===== src/dsdd_pkg.sv =====
// Shared types, character codes and month tables for the date difference block.
// No dependencies; used by every module under src.
package dsdd_pkg;

  // Character codes of the two separators and of the digits zero and nine.
  localparam logic [7:0] CH_SLASH = 8'd47;
  localparam logic [7:0] CH_DASH  = 8'd45;
  localparam logic [7:0] CH_ZERO  = 8'd48;
  localparam logic [7:0] CH_NINE  = 8'd57;

  // Field select codes.
  localparam logic [1:0] FIELD_DAY   = 2'd0;
  localparam logic [1:0] FIELD_MONTH = 2'd1;
  localparam logic [1:0] FIELD_YEAR  = 2'd2;

  // Digit limits per field.
  localparam logic [2:0] DAY_DIGITS   = 3'd2;
  localparam logic [2:0] MONTH_DIGITS = 3'd2;
  localparam logic [2:0] YEAR_DIGITS  = 3'd5;

  localparam int DAY_W    = 7;
  localparam int MONTH_W  = 7;
  localparam int YEAR_W   = 17;
  localparam int COUNT_W  = 22;
  localparam int TOTAL_W  = 26;
  localparam int REST_W   = 16;
  localparam int DIFF_W   = 23;
  localparam int FLAGS_W  = 3;

  localparam logic [YEAR_W-1:0] YEAR_MAX = 17'd10000;
  localparam logic [8:0]        DAYS_PER_YEAR = 9'd365;

  // Error flag bits.
  localparam int FLAG_YEAR  = 0;
  localparam int FLAG_MONTH = 1;
  localparam int FLAG_DAY   = 2;

  // One parsed date handed from the parser to the counter.
  typedef struct packed {
    logic                 second;
    logic [DAY_W-1:0]     day;
    logic [MONTH_W-1:0]   month;
    logic [YEAR_W-1:0]    year;
  } date_t;

  // Days of the months before month index (0 = January), non-leap year.
  function automatic logic [8:0] days_before(input logic [3:0] idx);
    logic [8:0] r;
    unique case (idx)
      4'd0:    r = 9'd0;
      4'd1:    r = 9'd31;
      4'd2:    r = 9'd59;
      4'd3:    r = 9'd90;
      4'd4:    r = 9'd120;
      4'd5:    r = 9'd151;
      4'd6:    r = 9'd181;
      4'd7:    r = 9'd212;
      4'd8:    r = 9'd243;
      4'd9:    r = 9'd273;
      4'd10:   r = 9'd304;
      4'd11:   r = 9'd334;
      default: r = 9'd0;
    endcase
    return r;
  endfunction

  // Length of month index (0 = January), non-leap year.
  function automatic logic [4:0] month_len(input logic [3:0] idx);
    logic [4:0] r;
    unique case (idx)
      4'd1:                          r = 5'd28;
      4'd3, 4'd5, 4'd8, 4'd10:       r = 5'd30;
      default:                       r = 5'd31;
    endcase
    return r;
  endfunction

endpackage


===== src/dsdd_parser.sv =====
// Front end: takes one character per cycle while the queue is not full, builds day, month and year values.
// Pushes a dsdd_pkg::date_t record into the queue on the last character of a date.
module dsdd_parser (
  input  logic                clk,
  input  logic                rst,
  input  logic                in_valid,
  output logic                in_ready,
  input  logic [7:0]          ch,
  input  logic                end_of_date,
  input  logic                full,
  output logic                push,
  output dsdd_pkg::date_t     push_data
);

  logic                              phase;
  logic [1:0]                        field_select, field_select_next;
  logic [2:0]                        digit_count, digit_count_next;
  logic [dsdd_pkg::DAY_W-1:0]        day_value, day_value_next;
  logic [dsdd_pkg::MONTH_W-1:0]      month_value, month_value_next;
  logic [dsdd_pkg::YEAR_W-1:0]       year_value, year_value_next;

  logic       is_sep, is_digit, accept;
  logic [3:0] digit;
  logic [9:0] day_mul, month_mul;
  logic [19:0] year_mul;

  assign in_ready = !full;
  assign accept   = in_valid && in_ready;
  assign is_sep   = (ch == dsdd_pkg::CH_SLASH) || (ch == dsdd_pkg::CH_DASH);
  assign is_digit = (ch >= dsdd_pkg::CH_ZERO) && (ch <= dsdd_pkg::CH_NINE);
  // low nibble of an ASCII digit is its value
  assign digit    = ch[3:0];

  assign day_mul   = (10'(day_value) << 3) + (10'(day_value) << 1) + 10'(digit);
  assign month_mul = (10'(month_value) << 3) + (10'(month_value) << 1) + 10'(digit);
  assign year_mul  = (20'(year_value) << 3) + (20'(year_value) << 1) + 20'(digit);

  // Field update for the current character
  always_comb begin
    field_select_next = field_select;
    digit_count_next  = digit_count;
    day_value_next    = day_value;
    month_value_next  = month_value;
    year_value_next   = year_value;
    if (is_sep) begin
      if (field_select != dsdd_pkg::FIELD_YEAR) begin
        field_select_next = field_select + 2'd1;
        digit_count_next  = 3'd0;
      end
    end else if (is_digit) begin
      unique case (field_select)
        dsdd_pkg::FIELD_DAY: begin
          if (digit_count < dsdd_pkg::DAY_DIGITS) begin
            day_value_next   = day_mul[dsdd_pkg::DAY_W-1:0];
            digit_count_next = digit_count + 3'd1;
          end
        end
        dsdd_pkg::FIELD_MONTH: begin
          if (digit_count < dsdd_pkg::MONTH_DIGITS) begin
            month_value_next = month_mul[dsdd_pkg::MONTH_W-1:0];
            digit_count_next = digit_count + 3'd1;
          end
        end
        default: begin
          if (digit_count < dsdd_pkg::YEAR_DIGITS) begin
            year_value_next  = year_mul[dsdd_pkg::YEAR_W-1:0];
            digit_count_next = digit_count + 3'd1;
          end
        end
      endcase
    end
  end

  // Finished date goes to the queue with the last character applied
  assign push             = accept && end_of_date;
  assign push_data.second = phase;
  assign push_data.day    = day_value_next;
  assign push_data.month  = month_value_next;
  assign push_data.year   = year_value_next;

  // Parser state
  always_ff @(posedge clk) begin
    if (rst) begin
      phase        <= 1'b0;
      field_select <= dsdd_pkg::FIELD_DAY;
      digit_count  <= 3'd0;
      day_value    <= '0;
      month_value  <= '0;
      year_value   <= '0;
    end else if (accept) begin
      if (end_of_date) begin
        phase        <= !phase;
        field_select <= dsdd_pkg::FIELD_DAY;
        digit_count  <= 3'd0;
        day_value    <= '0;
        month_value  <= '0;
        year_value   <= '0;
      end else begin
        field_select <= field_select_next;
        digit_count  <= digit_count_next;
        day_value    <= day_value_next;
        month_value  <= month_value_next;
        year_value   <= year_value_next;
      end
    end
  end

endmodule


===== src/dsdd_fifo.sv =====
// Short register queue of parsed dates between parser and counter.
// Uses dsdd_pkg::date_t.
module dsdd_fifo #(
  parameter int DEPTH = 4
) (
  input  logic            clk,
  input  logic            rst,
  input  logic            push,
  input  dsdd_pkg::date_t push_data,
  input  logic            pop,
  output dsdd_pkg::date_t head,
  output logic            empty,
  output logic            full
);

  localparam int PTR_W = (DEPTH > 1) ? $clog2(DEPTH) : 1;
  localparam int CNT_W = $clog2(DEPTH + 1);

  dsdd_pkg::date_t  entries [DEPTH];
  logic [PTR_W-1:0] wr_ptr, rd_ptr;
  logic [CNT_W-1:0] count;
  logic             do_push, do_pop;

  assign empty   = (count == '0);
  assign full    = (count == CNT_W'(DEPTH));
  assign do_push = push && !full;
  assign do_pop  = pop && !empty;
  assign head    = entries[rd_ptr];

  // Storage
  always_ff @(posedge clk) begin
    if (do_push) begin
      entries[wr_ptr] <= push_data;
    end
  end

  // Pointers and fill count
  always_ff @(posedge clk) begin
    if (rst) begin
      wr_ptr <= '0;
      rd_ptr <= '0;
      count  <= '0;
    end else begin
      if (do_push) begin
        wr_ptr <= (wr_ptr == PTR_W'(DEPTH - 1)) ? '0 : wr_ptr + PTR_W'(1);
      end
      if (do_pop) begin
        rd_ptr <= (rd_ptr == PTR_W'(DEPTH - 1)) ? '0 : rd_ptr + PTR_W'(1);
      end
      if (do_push && !do_pop) begin
        count <= count + CNT_W'(1);
      end else if (do_pop && !do_push) begin
        count <= count - CNT_W'(1);
      end
    end
  end

endmodule


===== src/dsdd_counter.sv =====
// Back end: turns parsed dates into day counts in two stages and forms the result.
// Uses dsdd_pkg tables and date_t; holds the first date's count and flags.
module dsdd_counter (
  input  logic                                clk,
  input  logic                                rst,
  input  dsdd_pkg::date_t                     head,
  input  logic                                empty,
  output logic                                pop,
  output logic                                out_valid,
  input  logic                                out_ready,
  output logic signed [dsdd_pkg::DIFF_W-1:0]  day_difference,
  output logic [dsdd_pkg::FLAGS_W-1:0]        error_flags
);

  logic enable;

  // Stage A signals
  logic                               leap, month_ok, year_nz;
  logic [3:0]                         midx;
  logic [14:0]                        leap_days;
  logic [8:0]                         month_days;
  logic [4:0]                         len;
  logic [dsdd_pkg::FLAGS_W-1:0]       flags_next;
  logic [dsdd_pkg::REST_W-1:0]        rest_next;
  logic [dsdd_pkg::TOTAL_W-1:0]       prod_next;

  logic                               a_valid, a_second;
  logic [dsdd_pkg::TOTAL_W-1:0]       a_prod;
  logic [dsdd_pkg::REST_W-1:0]        a_rest;
  logic [dsdd_pkg::FLAGS_W-1:0]       a_flags;

  // Stage B signals
  logic [dsdd_pkg::TOTAL_W-1:0]       total;
  logic [dsdd_pkg::COUNT_W-1:0]       count;
  logic [dsdd_pkg::COUNT_W-1:0]       first_count;
  logic [dsdd_pkg::FLAGS_W-1:0]       err_accum;

  // The pipeline moves whenever the output register is free or being taken
  assign enable = !out_valid || out_ready;
  assign pop    = enable && !empty;

  // Leap rule, leap days before this year, month offset and length
  always_comb begin
    year_nz  = (head.year != '0);
    leap     = (head.year[1:0] == 2'b00);
    month_ok = (head.month >= 7'd1) && (head.month <= 7'd12);
    midx     = head.month[3:0] - 4'd1;
    leap_days = head.year[dsdd_pkg::YEAR_W-1:2] - 15'(leap && year_nz);
    flags_next = '0;
    if (month_ok) begin
      month_days = dsdd_pkg::days_before(midx) + 9'(leap && (head.month > 7'd2));
      len        = (leap && (head.month == 7'd2)) ? 5'd29 : dsdd_pkg::month_len(midx);
    end else begin
      // month above 12 counts the whole year, month zero counts nothing
      month_days = (head.month > 7'd12) ? (dsdd_pkg::DAYS_PER_YEAR + 9'(leap)) : 9'd0;
      len        = 5'd31;
      flags_next[dsdd_pkg::FLAG_MONTH] = 1'b1;
    end
    flags_next[dsdd_pkg::FLAG_YEAR] = !year_nz || (head.year > dsdd_pkg::YEAR_MAX);
    flags_next[dsdd_pkg::FLAG_DAY]  = (head.day == '0) || (head.day > 7'(len));
    rest_next = 16'(head.day) + 16'(leap_days) + 16'(month_days);
    prod_next = dsdd_pkg::TOTAL_W'(head.year) * dsdd_pkg::TOTAL_W'(dsdd_pkg::DAYS_PER_YEAR);
  end

  // Stage A registers
  always_ff @(posedge clk) begin
    if (rst) begin
      a_valid <= 1'b0;
    end else if (enable) begin
      a_valid <= !empty;
    end
  end

  always_ff @(posedge clk) begin
    if (pop) begin
      a_second <= head.second;
      a_prod   <= prod_next;
      a_rest   <= rest_next;
      a_flags  <= flags_next;
    end
  end

  // Stage B: sum and saturate
  assign total = a_prod + dsdd_pkg::TOTAL_W'(a_rest);
  assign count = (total[dsdd_pkg::TOTAL_W-1:dsdd_pkg::COUNT_W] != '0) ? '1 :
                 total[dsdd_pkg::COUNT_W-1:0];

  // Hold first date, emit difference on second
  always_ff @(posedge clk) begin
    if (rst) begin
      out_valid   <= 1'b0;
      first_count <= '0;
      err_accum   <= '0;
    end else if (enable) begin
      out_valid <= a_valid && a_second;
      if (a_valid) begin
        if (!a_second) begin
          first_count <= count;
          err_accum   <= a_flags;
        end else begin
          first_count <= '0;
          err_accum   <= '0;
        end
      end
    end
  end

  always_ff @(posedge clk) begin
    if (enable && a_valid && a_second) begin
      day_difference <= signed'(dsdd_pkg::DIFF_W'(count) - dsdd_pkg::DIFF_W'(first_count));
      error_flags    <= err_accum | a_flags;
    end
  end

endmodule


===== src/date_string_day_difference.sv =====
// Day difference of two date strings, one character per cycle while in_ready is high.
// The second date, once its last character is accepted, passes the queue, stage A and
// the output register; the result is held while the output stalls. The character rate
// is set by the parser; the counter's two stages take one date per cycle unless stalled.
// Reset (rst, synchronous) returns to the first date's day field with an empty queue.
// Uses dsdd_pkg, dsdd_parser, dsdd_fifo and dsdd_counter.
module date_string_day_difference #(
  parameter int FIFO_DEPTH = 4
) (
  input  logic                                clk,
  input  logic                                rst,
  input  logic                                in_valid,
  output logic                                in_ready,
  input  logic [7:0]                          ch,
  input  logic                                end_of_date,
  output logic                                out_valid,
  input  logic                                out_ready,
  output logic signed [dsdd_pkg::DIFF_W-1:0]  day_difference,
  output logic [dsdd_pkg::FLAGS_W-1:0]        error_flags
);

  logic            push, pop, empty, full;
  dsdd_pkg::date_t push_data, head;

  // Character parser
  dsdd_parser u_parser (
    .clk         (clk),
    .rst         (rst),
    .in_valid    (in_valid),
    .in_ready    (in_ready),
    .ch          (ch),
    .end_of_date (end_of_date),
    .full        (full),
    .push        (push),
    .push_data   (push_data)
  );

  // Queue of parsed dates
  dsdd_fifo #(
    .DEPTH (FIFO_DEPTH)
  ) u_fifo (
    .clk       (clk),
    .rst       (rst),
    .push      (push),
    .push_data (push_data),
    .pop       (pop),
    .head      (head),
    .empty     (empty),
    .full      (full)
  );

  // Day count and difference
  dsdd_counter u_counter (
    .clk            (clk),
    .rst            (rst),
    .head           (head),
    .empty          (empty),
    .pop            (pop),
    .out_valid      (out_valid),
    .out_ready      (out_ready),
    .day_difference (day_difference),
    .error_flags    (error_flags)
  );

endmodule


===== config.mk =====
export PLATFORM = sky130hd
export DESIGN_NAME = date_string_day_difference
export DESIGN_NICKNAME = d
export VERILOG_FILES = /design/src/dsdd_pkg.sv /design/src/dsdd_parser.sv /design/src/dsdd_fifo.sv /design/src/dsdd_counter.sv /design/src/date_string_day_difference.sv
export SDC_FILE = /design/constraint.sdc
export NUM_CORES = 1
export LEC_CHECK = 0
export ABC_CLOCK_PERIOD_IN_PS = 18000
export BUFFER_PORTS_ARGS = -buffer_cell sky130_fd_sc_hd__buf_2
export CAP_MARGIN = 5
export CORE_MARGIN = 3
export CORE_UTILIZATION = 35
export CTS_BUF_LIST = sky130_fd_sc_hd__clkbuf_4 sky130_fd_sc_hd__clkbuf_8 sky130_fd_sc_hd__clkbuf_16
export DETAILED_ROUTE_END_ITERATION = 12
export GPL_ROUTABILITY_DRIVEN = 0
export GPL_TIMING_DRIVEN = 0
export PLACE_DENSITY = 0.56
export RECOVER_POWER = 50
export SYNTH_ARGS = -nofsm -noshare
export SYNTH_HDL_FRONTEND = slang
export SYNTH_SLANG_ARGS = --single-unit

===== constraint.sdc =====
create_clock -name clk -period 18 [get_ports clk]
set_input_delay 1.8 -clock clk [delete_from_list [all_inputs] [get_ports clk]]
set_output_delay 1.8 -clock clk [all_outputs]
set_load 0.005 [all_outputs]

== After elaboration in Yosys (flattened, before gate mapping) ==
Memories as Yosys holds them, arrays and structs flattened. A register that Yosys moved wholly into a read port is not among the register bits.
Index checks and enable logic that the tools add are counted.
Word-level totals
  input bits: 13
  memories: 2
  bits in latches: 0
  RAM bits: 128
  bits in registers: 143
  output and inout port bits: 28
  logic and storage cells: 154
  ROM bits: 144
Memories
  (no name shown): words 16, bits a word 9, rd ports 1, clocked after memory_dff 0, wr ports 0, RTL line dsdd_pkg.sv:49  | unique case (idx)
  u_fifo.entries: words 4, bits a word 32, rd ports 1, clocked after memory_dff 1, wr ports 1, RTL line dsdd_fifo.sv:19  | dsdd_pkg::date_t entries [DEPTH];
Operators by class
  $lt $le $gt $ge: 10
  muxes and demuxes: 43
  reductions and logical operators: 43
  $mul: 1
  equality and inequality tests: 15
  bitwise gates (word level): 1
  divide/modulo/power cells: 0
  shifts and indexed selects: 0
  $add $sub $neg: 20
Operators with widths (count)
  $mux 17: 5
  $mux 7: 10
  $mux 22: 2
  $mux 3: 10
  $mux 9: 3
  $add 26x16->26: 1
  $mul 17x9->26 const B: 1
  $sub 22x22->23: 1
  $add 17x17->17: 1
  $add 17x4->17: 1
  $gt 17x14->1 const B: 1
  $reduce_bool 17->1: 1
  $add 16x9->16: 1
  $add 7x15->16: 1
  $eq 8x6->1 const B: 2
  $mux 2: 8
  $logic_and 1x1->1: 15
  $sub 15x1->15: 1
  $add 7x4->7: 2
  $add 7x7->7: 2
  $add 9x1->9: 1
  $add 9x1->9 const A: 1
  $eq 4x4->1 const B: 2
  $ge 8x6->1 const B: 1
  39 further kinds: 59

== Logic depth before layout (Yosys ltp) ==
Gate-level depths: netlist (run 1).
  word-level depth: 9
  gate-level depth with buffers: 25

== Hierarchy ==
From an unflattened synthesis (run 1), not the netlist that was laid out.
Second synthesis, totals
  cell total of the unflattened synthesis: 1595
  area total of the unflattened synthesis: 18041.1 µm²
Modules (own cells, without submodules)
  dsdd_counter: cells each 1020, area an instance 9723.1 µm², times used 1
  dsdd_fifo: cells each 217, area an instance 5098.6 µm², times used 1
  dsdd_parser: cells each 358, area an instance 3219.3 µm², times used 1

== Worst setup path before layout (run 1) ==
OpenSTA, ideal clock, no wires.
  path type: register to register
  from: reg (tool-made name)
  to: reg u_counter.a_prod[24] (netlist name), data pin
  clock period less this slack: 5794 ps
  stages on the path, launching flop included: 21
  arrival time: 5535 ps
  slack: 12206 ps
  path through: dfxtp_1 clkbuf_1 buf_2 buf_1 clkbuf_1 mux4_2 ha_1 inv_1 fa_1 fa_1 fa_1 inv_1 ha_1 and3_1 a41oi_1 a311oi_1 o41ai_1 a31oi_1 a211o_1 a21oi_1 xnor2_1
RTL lines
  to (signal assigned): RTL line dsdd_counter.sv:77  | a_prod <= prod_next;
  to (decl): RTL line dsdd_counter.sv:28  | logic [dsdd_pkg::TOTAL_W-1:0] a_prod;

==> results of run 1 <==
## routing by layer
metal	routed length [µm]	up-vias	global-route usage (%)
li1	-	6019	-
met1	17500	5768	18.3
met4	675	0	3.12
met5	0	-	0
met3	1110	40	1.73
met2	19000	161	25.7
## through the flow
step                      instance area (µm²)  utilization, %
after CTS                               20100            39.9
after floorplan                         17900               -
after global routing                    20100            39.8
final                                   20100            39.8
after detailed placement                19000            37.7
after global placement                  19000            37.7
## how the worst min path moves through the flow
stage / endpoint / from / cells past startpoint / slack (ns)
after detailed placement: u_counter.first_count[10]$_SDFFE_PP0P_ / u_counter.first_count[10]$_SDFFE_PP0P_ / 2 / 0.45
after global placement: u_counter.first_count[10]$_SDFFE_PP0P_ / u_counter.first_count[10]$_SDFFE_PP0P_ / 2 / 0.44
after global routing: u_counter.first_count[6]$_SDFFE_PP0P_ / u_counter.first_count[6]$_SDFFE_PP0P_ / 2 / 0.50
after CTS: u_counter.first_count[10]$_SDFFE_PP0P_ / u_counter.first_count[10]$_SDFFE_PP0P_ / 2 / 0.46
after floorplan: u_counter.first_count[10]$_SDFFE_PP0P_ / u_counter.first_count[10]$_SDFFE_PP0P_ / 2 / 0.43
final: u_counter.first_count[10]$_SDFFE_PP0P_ / u_counter.first_count[10]$_SDFFE_PP0P_ / 2 / 0.46
## registers in the layout, indices dropped and copies added, names as in the netlist, named ones only
signal                    flops
u_counter.a_rest             16
u_counter.day_difference     23
u_counter.a_second            1
u_counter.a_prod             26
u_parser.month_value          7
u_fifo.rd_ptr                 2
u_counter.a_flags             3
u_fifo.count                  3
u_parser.phase                1
u_counter.error_flags         3
u_counter.a_valid             1
u_parser.day_value            7
u_parser.field_select         2
u_counter.err_accum           3
u_counter.first_count        22
u_fifo.entries              128
u_parser.digit_count          3
u_parser.year_value          17
u_counter.out_valid           1
u_fifo.wr_ptr                 2
## tightest hold or removal path, cell delays in order (launching register included)
cell,delay (ns)
dfxtp_1,0.33
nand2_1,0.05
o21ai_0,0.05
## final cells by class
| class | count | area, µm² |
|---|---|---|
| plain buffers | 39 | 165 |
| fillers | 4858 | 30300 |
| well taps | 672 | 841 |
| repair buffers | 39 | 176 |
| multi-input cells | 1150 | 9590 |
| clock inverters | 20 | 248 |
| inverters | 192 | 721 |
| flip-flops and latches | 273 | 7470 |
| clock buffers | 36 | 843 |
## cell usage in the layout, fill, tap and decap left out, drive strengths merged, types with 11 or more instances in the layout
master,count
o21a,19
a21oi,85
o211ai,11
edfxtp,200
fa,74
and2,13
a21o,27
clkbuf,84
dfxtp,73
o31ai,12
inv,194
mux4,29
xor2,48
nand2b,14
ha,171
xnor2,63
clkinv,14
a22oi,32
nand3,30
o21ai,67
nor3,32
nor2b,11
nor2,131
a31oi,13
nand2,129
buf,30
## cell families after synthesis
kind of cell / count (synthesis) / synth area share (%)
mux: 48 / 4.76
simple gates: 420 / 11.1
compound gates: 326 / 11.8
fa+ha+maj: 245 / 20.2
flops: 273 / 41.6
buf+inv: 231 / 4.94
xor+xnor: 111 / 5.54
==> flow_summary.ini, run 1 <==
[synth]
synth_enable_flop_cells = 200
ys_types = 76
synth-async-reset-ratio_pct = 0
ys_ff_latch = 273
netlist.area_leader.share_pct = 33.5
synth_top_area_cell = edfxtp_1
ys.warnings.count = 0
mappedNetlistArea_mm2 = 0.0179
synth_nets = 1912
dominantRegCellSynth = edfxtp_1
yosysSeqAreaShare_pct = 41.6
synth_commonest_cells = edfxtp_1, inv_1, ha_1, nor2_1, nand2_1
yosys.cell_count.top_type = edfxtp_1
syn_inst = 1654
synthTopCellsByArea = edfxtp_1, ha_1, fa_1, dfxtp_1, inv_1
postSynthAreaPerCell_um2 = 10.8

[global_routing]
vias_in_the_first_global_route = 12216
global_route.overflow_total = 0
global_route_wire_length_before_repair_mm = 62.6
grt_antenna_before_repair = 0
grt.total_usage_pct = 14.2
grt_start_max_net_pins = 48

[setup_path]
crit_path_top_cell_by_count = clkbuf_1
critPathTopFamily = buffers and inverters
r2r_end = u_counter.a_prod[24]$_DFFE_PP_
worstPathArrival_ns = 7.80
critPathCapture = u_counter.a_prod[24]$_DFFE_PP_
cp_max_fo = 10
critical-path-max-stage-delay_ns = 0.64
worst_path_buf_inv = 6
timing.critical_path.required_ns = 18.30
timing.critical_path.slowest_stage_cell = clkbuf_1
endpoint_kind = register
reg2reg_slack_ns = 10.50
crit_cells = 20
timing.critical_path.from_type = register
reg2regPathDepth = 20
critical_path.cell_chain = clkbuf_1 -> clkbuf_1 -> clkbuf_1 -> clkbuf_1 -> mux4_2 -> ha_1 -> inv_1 -> fa_1 -> fa_1 -> fa_1 -> inv_1 -> ha_1 -> and3_1 -> a41oi_1 -> a311oi_1 -> o41ai_1 -> a31oi_1 -> a211o_1 -> a21oi_1 -> xnor2_1
path_class = register to register

[sta]
max_freq_mhz = 133
max_slew.worst_pin.slew_ns = 1.73
slew_viol_final = 180
post-route-worst-setup-slack_ns = 10.50
relSlewSlack_pct = -15.3
hold_ws_ns = 0.460
total_negative_setup_slacks_ns = 0
rsz0062_at_grt = false
final-setup-viol-count = 0
finalWorstPathRequiredPeriod_ns = 7.50
hold_violations = 0
clock-skew-final_ns = 0.0299
fin_crit_sh_pct = 41.7

[finish]
layout_cells_sized_above_1_pct = 8.00
antenna_cells_inserted = 0
instances_no_fill = 2421
area_growth_syn_to_layout_pct = 11.8
nets = 1983

[floorplan]
floorplan.initialDensity_pct = 35.6
die_height_um = 232
die_x_um = 232
placement_rows = 82
die_area_mm2 = 0.0540
ios = 41
core_region_mm2 = 0.0504

[placed_design]
post-dp-hpwl_mm = 29.5
post-place-cells = 2365
preCtsSetupSlack_ns = 10.59
port_buffers = 39

[route]
drt-wirelength-per-cell_um = 15.8
drt_iter0_markers = 632
wl_mm = 38.2
drt-pass1-iter-count = 4
post-route-drc-count = 0
routed-via-count = 11988
antenna_left = 0
drt-vias-per-instance = 4.95

[cts]
post_cts.repair.setup_buffers = 0
cts.hold.buffers_added = 0
cts_tree = built
max_h_tree_level = 1
cts.root.buffer_cell = clkbuf_16
postCtsResizedCells = 0
clock-sinks = 273
clock_slew_at_reported_path_ffs_ns = 0.06
cts_max_path_buffers = 3
insertion_delay_ns = 0.58
tritoncts.num_buffers = 30

[hold_path]
min_path_type = register to register

[run_status]
violated_checks = capacitance limit, slew limit
outcome = finished, violations left

[flow_run]
max_cap_viol_count = 5
Power of run 1 is left out: the tool's default activity adds up to more than one toggle a clock period on the data nets, which glitch-free logic cannot reach.
==> inputs of run 2 (changes only) <==
Settings changed: ABC_CLOCK_PERIOD_IN_PS 18000 to 6840, PLACE_DENSITY 0.56 to 0.57.
Clock period 18 ns to 6.84 ns, I/O delays scaled along.
==> flow_summary.ini, run 2 (same netlist as run 1, synthesis figures left out) <==
[run_status]
outcome = finished, violations left
violated_checks = capacitance limit, slew limit

[setup_path]
endpoint_kind = register
timing.critical_path.required_ns = 7.15
worstPathArrival_ns = 6.64
path_class = register to register
cp_max_fo = 19
timing.critical_path.from_type = register

[cts]
post_cts.repair.setup_buffers = 0
clock_slew_at_reported_path_ffs_ns = 0.06
cts_max_path_buffers = 3
clock-sinks = 273
insertion_delay_ns = 0.58
tritoncts.num_buffers = 31
postCtsResizedCells = 1
cts.root.buffer_cell = clkbuf_16
max_h_tree_level = 1
cts.hold.buffers_added = 0
cts_tree = built

[global_routing]
grt.total_usage_pct = 14.3
vias_in_the_first_global_route = 12335
global_route.overflow_total = 0
global_route_wire_length_before_repair_mm = 62.7
grt_start_max_net_pins = 48
grt_antenna_before_repair = 0

[placed_design]
preCtsSetupSlack_ns = -0.544
port_buffers = 39
post-dp-hpwl_mm = 29.5

[flow_run]
max_cap_viol_count = 4

[finish]
leading_cell_type_in_the_layout_fill_and_taps_excluded = edfxtp_1
nets = 1983
antenna_cells_inserted = 0
finalCoreUtilization_pct = 39.8
mostFrequentLayoutCells = edfxtp_1, inv_1, ha_1
area_growth_syn_to_layout_pct = 11.8
layout_cells_sized_above_1_pct = 8.00
largest_register_ff_count = 128
largest_register = u_fifo.entries
top_regs = u_fifo.entries x128, u_counter.a_prod x26, u_counter.day_difference x23

[route]
drt-pass1-iter-count = 5
wl_mm = 38.0
drt-vias-per-instance = 4.96
post-route-drc-count = 0
antenna_left = 0
routed-via-count = 12022
drt_iter0_markers = 583
drt-wirelength-per-cell_um = 15.7

[floorplan]
floorplan.initialDensity_pct = 35.6
die_x_um = 232
core_region_mm2 = 0.0504
placement_rows = 82
die_height_um = 232
ios = 41
die_area_mm2 = 0.0540

[sta]
hold_ws_ns = 0.400
max_freq_mhz = 158
slew_viol_final = 147
finalWorstPathRequiredPeriod_ns = 6.34
relSlewSlack_pct = -11.4
clock-skew-final_ns = 0.0236
final-setup-viol-count = 0
post-route-worst-setup-slack_ns = 0.505
hold_violations = 0
rsz0062_at_grt = false
max_slew.worst_pin.slew_ns = 1.67
fin_crit_sh_pct = 92.6

[hold_path]
min_path_type = primary input to register
run 2: area by class of cell:
cell class                      count  area (µm²)
Fill cell                        4868       30300
Sequential cell                   273        7470
Multi-Input combinational cell   1150        9610
Clock inverter                     12         141
Clock buffer                       46         943
Inverter                          192         721
Buffer                             38         169
Timing Repair Buffer               39         174
Tap cell                          672         841
run 2: metal layers:
layer,GRT usage [%],part of all wire (%),wire length [µm],vias to the layer above
li1,-,-,-,6020
met5,0,0,0,-
met3,1.70,2.4,906,70
met2,25.5,49,18500,163
met4,4.24,3.1,1200,0
met1,18.0,46,17400,5769
run 2: final timing paths:
path | from | endpoint | slack (ns) | cells after the start
hold / removal | out_ready | u_counter.a_valid$_SDFFE_PP0N_ | 0.40 | 3
setup reg to reg | register | u_counter.a_prod[24]$_DFFE_PP_ | 0.50 | 19
setup / recovery | register | u_counter.a_prod[24]$_DFFE_PP_ | 0.50 | 19
hold reg to reg | u_counter.first_count[10]$_SDFFE_PP0P_ | u_counter.first_count[10]$_SDFFE_PP0P_ | 0.46 | 2
run 2: per-stage QoR:
| step | TNS, ns | instances | instance area, µm² |
|---|---|---|---|
| 4_1_cts | 0 | 2422 | 20100 |
| 3_5_place_dp | -2.18 | 2365 | 19000 |
| 2_1_floorplan | 0 | 1654 | 17900 |
| 6_report | 0 | 2422 | 20100 |
| 3_3_place_gp | -1.76 | 2365 | 19000 |
| 5_1_grt | 0 | 2422 | 20100 |
run 2: critical path, stage by stage (launching register included):
cell and delay, ns:
dfxtp_1 0.31, clkbuf_1 0.36, clkbuf_4 0.42, clkbuf_2 0.39, mux4_2 0.42, ha_1 0.23, inv_1 0.11, fa_1 0.43
fa_1 0.52, fa_1 0.54, inv_1 0.04, ha_1 0.35, and3_1 0.20, a41oi_1 0.30, a311oi_1 0.23, o41ai_2 0.37
a31oi_1 0.23, a211o_1 0.31, a21oi_1 0.17, xnor2_1 0.11
Power of run 2 is left out for the same reason.
